===== src/rtl/rkns_pkg.sv =====
`timescale 1ns / 1ps

package rkns_pkg;

  localparam int unsigned KEY_W  = 16;
  localparam int unsigned BYTE_W = 8;
  localparam int unsigned NIB_W  = 4;
  localparam int unsigned PH_W   = 3;
  localparam int unsigned ROT_W  = 4;
  localparam int unsigned CIDX_W = 1;

  // Configuration register indexes.
  localparam logic [CIDX_W-1:0] REG_KEY  = 1'd0;
  localparam logic [CIDX_W-1:0] REG_MODE = 1'd1;

  localparam logic [NIB_W-1:0] NIB_ZERO  = 4'h0;
  localparam logic [NIB_W-1:0] NIB_PLUS  = 4'h1;
  localparam logic [NIB_W-1:0] NIB_MINUS = 4'hF;

  // One byte waiting in the input stage, with the phase it is ciphered under.
  typedef struct packed {
    logic [BYTE_W-1:0] data;
    logic [PH_W-1:0]   phase;
  } item_t;

  // Encrypt-direction step of the high nibble, modulo 16.
  function automatic logic [NIB_W-1:0] hi_delta(input logic [PH_W-1:0] ph);
    logic [NIB_W-1:0] d;
    case (ph) inside
      3'd0, 3'd1, 3'd7: d = NIB_MINUS;
      3'd3, 3'd4, 3'd5: d = NIB_PLUS;
      default:          d = NIB_ZERO;
    endcase
    return d;
  endfunction

  // Encrypt-direction step of the low nibble, modulo 16.
  function automatic logic [NIB_W-1:0] lo_delta(input logic [PH_W-1:0] ph);
    logic [NIB_W-1:0] d;
    case (ph) inside
      3'd1, 3'd2, 3'd3: d = NIB_PLUS;
      3'd5, 3'd6, 3'd7: d = NIB_MINUS;
      default:          d = NIB_ZERO;
    endcase
    return d;
  endfunction

endpackage


===== src/rtl/rkns_rotor.sv =====
`timescale 1ns / 1ps

module rkns_rotor
  import rkns_pkg::*;
(
  input  logic             clk,
  input  logic             rst_n,
  input  logic [KEY_W-1:0] key,
  input  logic             adv,
  input  logic             som,
  output logic [PH_W-1:0]  phase_sel
);

  logic [PH_W-1:0]  phase_r, phase_nxt;
  logic [ROT_W-1:0] rotor_r, rotor_nxt;
  logic [ROT_W-1:0] rotor_sel;

  // A message start reseeds the phase from the key and rewinds the rotor.
  assign phase_sel = som ? key[PH_W-1:0] : phase_r;
  assign rotor_sel = som ? '0 : rotor_r;

  always_comb begin
    phase_nxt = phase_r;
    rotor_nxt = rotor_r;
    if (adv) begin
      phase_nxt = key[rotor_sel] ? phase_sel + 1'b1 : phase_sel;
      rotor_nxt = rotor_sel + 1'b1;
    end
  end

  always_ff @(posedge clk) begin
    if (!rst_n) begin
      phase_r <= '0;
      rotor_r <= '0;
    end else begin
      phase_r <= phase_nxt;
      rotor_r <= rotor_nxt;
    end
  end

endmodule


===== src/rtl/rkns_xform.sv =====
`timescale 1ns / 1ps

module rkns_xform
  import rkns_pkg::*;
(
  input  logic              clk,
  input  logic              load,
  input  item_t             item,
  input  logic              encrypt,
  output logic [BYTE_W-1:0] data_out
);

  logic [BYTE_W-1:0] data_r, data_nxt;
  logic [NIB_W-1:0]  hi, lo, dh, dl;

  always_comb begin
    dh = hi_delta(item.phase);
    dl = lo_delta(item.phase);
    // Decryption undoes the encrypt step by subtracting the same deltas.
    if (encrypt) begin
      hi = item.data[BYTE_W-1:NIB_W] + dh;
      lo = item.data[NIB_W-1:0] + dl;
    end else begin
      hi = item.data[BYTE_W-1:NIB_W] - dh;
      lo = item.data[NIB_W-1:0] - dl;
    end
    data_nxt = load ? {hi, lo} : data_r;
  end

  always_ff @(posedge clk) begin
    data_r <= data_nxt;
  end

  assign data_out = data_r;

endmodule


===== src/rtl/rotor_keyed_nibble_shift_cipher.sv =====
`timescale 1ns / 1ps

// Byte stream cipher that shifts each nibble of a byte by a phase-selected
// step and steps the phase under control of a 16-bit key and a 4-bit rotor.
// Input transactions carry one byte and a start-of-message flag; a set flag
// reseeds the phase from the low three key bits and rewinds the rotor before
// that byte is ciphered. Every input transaction yields exactly one output
// transaction carrying the transformed byte.
// The configuration port writes the key (index 0) or the mode (index 1,
// where 1 encrypts and 0 decrypts). Write it only while the block is idle.
// An accepted byte passes the input register and the output register: the phase
// and rotor are advanced as a byte enters the input register, and the
// nibble step runs between the input register and the output register.
// Throughput is one byte per cycle while the receiver does not stall.
// When the receiver stalls, the output register holds its byte and the
// input register fills; after that in_ready drops until the output drains.
// Synchronous reset clears the key, mode, phase, rotor and both valid flags.

module rotor_keyed_nibble_shift_cipher
  import rkns_pkg::*;
(
  input  logic              clk,
  input  logic              rst_n,
  input  logic              cfg_we,
  input  logic [CIDX_W-1:0] cfg_index,
  input  logic [KEY_W-1:0]  cfg_wdata,
  input  logic              in_valid,
  output logic              in_ready,
  input  logic [BYTE_W-1:0] in_data_in,
  input  logic              in_start_of_message,
  output logic              out_valid,
  input  logic              out_ready,
  output logic [BYTE_W-1:0] out_data_out
);

  logic [KEY_W-1:0] key_r, key_nxt;
  logic             mode_r, mode_nxt;
  logic             s1_v_r, s1_v_nxt;
  logic             s2_v_r, s2_v_nxt;
  item_t            s1_item_r, s1_item_nxt;
  logic             in_acc, s1_adv;
  logic [PH_W-1:0]  phase_sel;

  // Configuration registers.
  always_comb begin
    key_nxt  = key_r;
    mode_nxt = mode_r;
    if (cfg_we) begin
      unique case (cfg_index)
        REG_KEY:  key_nxt  = cfg_wdata;
        REG_MODE: mode_nxt = cfg_wdata[0];
        default:  ;
      endcase
    end
  end

  // The input stage moves on when the output register is empty or drains.
  assign s1_adv   = !s2_v_r || out_ready;
  assign in_ready = !s1_v_r || s1_adv;
  assign in_acc   = in_valid && in_ready;

  rkns_rotor u_rotor (
    .clk       (clk),
    .rst_n     (rst_n),
    .key       (key_r),
    .adv       (in_acc),
    .som       (in_start_of_message),
    .phase_sel (phase_sel)
  );

  always_comb begin
    s1_item_nxt = s1_item_r;
    if (in_acc) begin
      s1_item_nxt.data  = in_data_in;
      s1_item_nxt.phase = phase_sel;
    end
    s1_v_nxt = in_acc ? 1'b1 : (s1_adv ? 1'b0 : s1_v_r);
    s2_v_nxt = (s1_v_r && s1_adv) ? 1'b1 : (out_ready ? 1'b0 : s2_v_r);
  end

  always_ff @(posedge clk) begin
    if (!rst_n) begin
      key_r  <= '0;
      mode_r <= 1'b0;
      s1_v_r <= 1'b0;
      s2_v_r <= 1'b0;
    end else begin
      key_r  <= key_nxt;
      mode_r <= mode_nxt;
      s1_v_r <= s1_v_nxt;
      s2_v_r <= s2_v_nxt;
    end
  end

  always_ff @(posedge clk) begin
    s1_item_r <= s1_item_nxt;
  end

  rkns_xform u_xform (
    .clk      (clk),
    .load     (s1_v_r && s1_adv),
    .item     (s1_item_r),
    .encrypt  (mode_r),
    .data_out (out_data_out)
  );

  assign out_valid = s2_v_r;

`ifndef SYNTHESIS
  // A byte that opens a message is ciphered under the key's seed phase.
  a_som_seed: assert property (@(posedge clk) disable iff (!rst_n)
    (in_acc && in_start_of_message) |=> (s1_item_r.phase == $past(key_r[PH_W-1:0])))
    else $error("message start did not seed the phase from the key");

  // A full pipeline with a stalled receiver must refuse new bytes.
  a_full_stall: assert property (@(posedge clk) disable iff (!rst_n)
    (s1_v_r && s2_v_r && !out_ready) |-> !in_ready)
    else $error("input accepted while both stages are full");

  // A byte leaving the input stage shows up at the output next cycle.
  a_s1_to_out: assert property (@(posedge clk) disable iff (!rst_n)
    (s1_v_r && s1_adv) |=> out_valid)
    else $error("byte lost between input and output registers");

  // An accepted byte always occupies the input stage on the next cycle.
  a_accept_fill: assert property (@(posedge clk) disable iff (!rst_n)
    in_acc |=> s1_v_r)
    else $error("accepted byte not held in input register");
`endif

endmodule


===== config.mk =====
export PLATFORM = sky130hd
export DESIGN_NAME = rotor_keyed_nibble_shift_cipher
export DESIGN_NICKNAME = d
export VERILOG_FILES = /design/src/rtl/rkns_pkg.sv /design/src/rtl/rkns_rotor.sv /design/src/rtl/rkns_xform.sv /design/src/rtl/rotor_keyed_nibble_shift_cipher.sv
export SDC_FILE = /design/constraint.sdc
export NUM_CORES = 1
export LEC_CHECK = 0
export CAP_MARGIN = 20
export CORE_MARGIN = 8
export CORE_UTILIZATION = 59
export CTS_CLUSTER_SIZE = 24
export DETAILED_ROUTE_END_ITERATION = 6
export DONT_BUFFER_PORTS = 1
export GPL_ROUTABILITY_DRIVEN = 1
export GPL_TIMING_DRIVEN = 0
export MAX_ROUTING_LAYER = met4
export PLACE_DENSITY = 0.82
export SLEW_MARGIN = 20
export SYNTH_ARGS = -nofsm -noshare
export SYNTH_HDL_FRONTEND = slang
export SYNTH_SLANG_ARGS = --single-unit

===== constraint.sdc =====
create_clock -name clk -period 2.1 [get_ports clk]
set_input_delay 0.105 -clock clk [delete_from_list [all_inputs] [get_ports clk]]
set_output_delay 0.105 -clock clk [all_outputs]
set_load 0.01 [all_outputs]

==> out/metrics.cfg <==
[timing]
fin_crit_sh_pct=92.6
fin_tns_setup_ns=0
max_freq_ghz=0.514
slew_headroom_pct=57.6
finalMaxSlewViolations=0
finalHoldViolations=0
period_needed_ns=1.95
tightestPinTransition_ns=0.635
setup_viol_count_final=0
skew_ns=0.00918
rsz0062_at_grt=no

[placement]
placedCellCount=256
globalplace.congestion=0.815
hpwl_um=2960
io_buffers=0

[hold_path]
worstHoldPathType=primary input to flop

[yosys]
synthAdderAreaFrac_pct=6.62
yosys.area_share.simple_pct=16.5
synth_cells=210
ys_types=44
synthXorXnorAreaFrac_pct=2.90
syn_area_um2=2120
synth_compound_area_share_pct=14.0
synth_edf_count=19
async_reset_ff_share_pct=0
synth.avg_cell_area_um2=10.1
synth.yosys.seq_area_share_pct=51.5
syn-num-nets=251
synth-seq-cells=45
ys_warn_count=0
synth_top_family_by_area=simple AND/OR/NAND/NOR gates
ys.flop_type=dfxtp_1
synth_mux_area_share_pct=4.37

[worst_setup_path]
cp.arrival_ns=2.07
crit_type=flop to flop
required_ns=2.22
critPathMaxFanout=4
startpoint_type=flop
ff2ff_setup_slack_ns=0.15
setup.worst_path.end_class=flop

[clock_tree]
clock_latency_ns=0.36
cts_buffer_depth=2
cts_max_level=2
path_clk_slew_ns=0.12
cts_buffers=5
cts_sinks=45
clockRootBuffer=clkbuf_4
cts_tree=built

[status]
status=completed

[global_route]
antenna_found_initial=0
use_met3_pct=4.83
track_usage_pct=15.7
grt_first_pass_wirelength_um=7290
grt_pass1_vias=1626
gr-usage-met2_pct=27.1
grtUsageMet1_pct=15.8
grt_max_degree=20
grt_busiest_layer=met2
grt_remaining_overflow=0

[route]
drc=0
routed_via_density=5.54
initialDrtViolationCount=84
wl_per_cell_um=15.2
detail-route-antenna-nets=0
drt-pass1-iter-count=4
num_vias=1662
wirelength_um=4570

[floorplanning]
die_area_um2=5760
ios=41
fp.dieH_um=75.9
core_area_um2=3390
num_rows=21
start_util_pct=62.5
fp.dieW_um=75.9

[layout]
antenna_cells=0
syn_to_final_growth_pct=23.5
fillers=210
final_cells=300
final_nets=294
drive_gt1_share_pct=11.4

[power_and_ir_drop]
power.density_nw_per_um2=690
p_leak_nw=1.00
irDropWorstVdd_uv=536

[run]
cap_violations=0

-- worst paths after layout --
check                         start                       endpoint  depth (start not counted)
min             in_start_of_message         s1_item_r[2]$_DFFE_PP_                          1
max reg2reg  s1_item_r[1]$_DFFE_PP_  u_xform.data_out[3]$_DFFE_PP_                          6
min reg2reg  key_r[11]$_SDFFE_PN0P_         key_r[11]$_SDFFE_PN0P_                          2
max          s1_item_r[1]$_DFFE_PP_  u_xform.data_out[3]$_DFFE_PP_                          6
-- per-layer routing --
metal	part of all wire (%)	vias up
met1	39	777
met3	7.3	6
met2	52	57
met5	0	-
li1	-	822
met4	1.4	0
-- what timing repair did --
action                                  in CTS  in global routing
hold buffers                                30                  0
buffers inserted                             0                  6
gates resized for setup                      0                  5
endpoints found under the hold margin       31                  0
endpoints found under the setup margin       0                 18
-- report_power, final --
group,total [mW],internal (mW),leakage [nW],switching (mW)
logic,0.274,0.140,0.567,0.134
clock network,0.517,0.248,0.0399,0.269
registers,1.01,0.977,0.397,0.0350
total,1.80,1.37,1.00,0.437
-- synth_stat cells (all sizes together) (2+ instances only) --
cell,n,share of area (%)
a21o,2,0.71
nand2,42,7.4
inv,7,1.2
xor2,2,0.83
dfxtp,26,25
nand3,5,1.2
a211oi,3,1.1
edfxtp,19,27
nor3,4,0.95
buf,4,1.5
o21ai,6,1.4
clkbuf,6,1.1
o211a,2,0.95
a21oi,24,5.9
nor2b,6,1.8
ha,8,4.7
fa,2,1.9
nand2b,3,0.89
mux2,5,2.7
o211ai,3,1.3
nor2,6,1.1
xnor2,5,2.1
or2,3,0.89
-- metrics by stage --
stage                     setup slack (ns)  util (%)  power [mW]  cell area (um^2)  hold WS [ns]
after CTS                           0.0122      75.2        1.79              2550        0.0303
after global placement              0.0450      64.2        1.23              2170         0.204
after floorplan                      0.283         -        1.19              2120         0.204
after detailed placement            0.0379      64.2        1.24              2170         0.204
after global routing                0.0365      77.1        1.88              2610        0.0347
final                                0.154      77.1        1.80              2610        0.0472
-- worst max-delay path, stage by stage (launching register included) --
cell and delay [ns]:
edfxtp_1 0.47, or2_2 0.33, and2_1 0.23, ha_1 0.29
a21o_1 0.15, a21oi_1 0.17, xnor2_1 0.09
-- final cells by class --
| class | instances | area, um^2 | share of cell area (%) |
|---|---|---|---|
| inverter | 8 | 33.8 | 1.29 |
| timing repair buffer | 36 | 345 | 13.2 |
| clock inverter | 2 | 33.8 | 1.29 |
| clock buffer | 6 | 41.3 | 1.58 |
| tap | 46 | 57.6 | 2.20 |
| buffer | 10 | 55.1 | 2.11 |
| sequential | 45 | 1090 | 41.7 |
| multi-input combinational | 147 | 956 | 36.6 |
-- sequential cells by signal, summed over array words and instances, names as in the netlist --
register,cells
s1_v_r,1
mode_r,1
u_rotor.rotor_r,4
u_xform.data_out,8
s1_item_r,11
key_r,16
out_valid,1
u_rotor.phase_r,3
-- cell usage in the layout, fill, tap and decap left out, types with 2 or more instances in the layout --
master / count
buf_6: 2
nand2_1: 42
buf_2: 2
mux2_2: 5
a21oi_2: 2
clkbuf_4: 5
nor2b_1: 6
ha_1: 8
xnor2_1: 4
xor2_1: 2
nand3_1: 5
or2_2: 2
o21ai_0: 5
o211a_1: 2
a211oi_1: 3
a21o_1: 2
o211ai_1: 2
nor3_1: 4
nor2_1: 6
edfxtp_1: 19
inv_1: 7
nand2b_1: 3
clkbuf_1: 7
dlygate4sd3_1: 30
fa_1: 2
a21oi_1: 22
buf_4: 6
dfxtp_1: 26
-- cells by family after synthesis --
logic type,Yosys count
AO/OA/AOI/OAI,47
multiplexers,7
AND/OR/NAND/NOR,76
adder cells (fa/ha/maj),10
flip-flops,45
buffers and inverters,18
XOR/XNOR,7
Note: power is estimated with default switching activity, not from simulation.
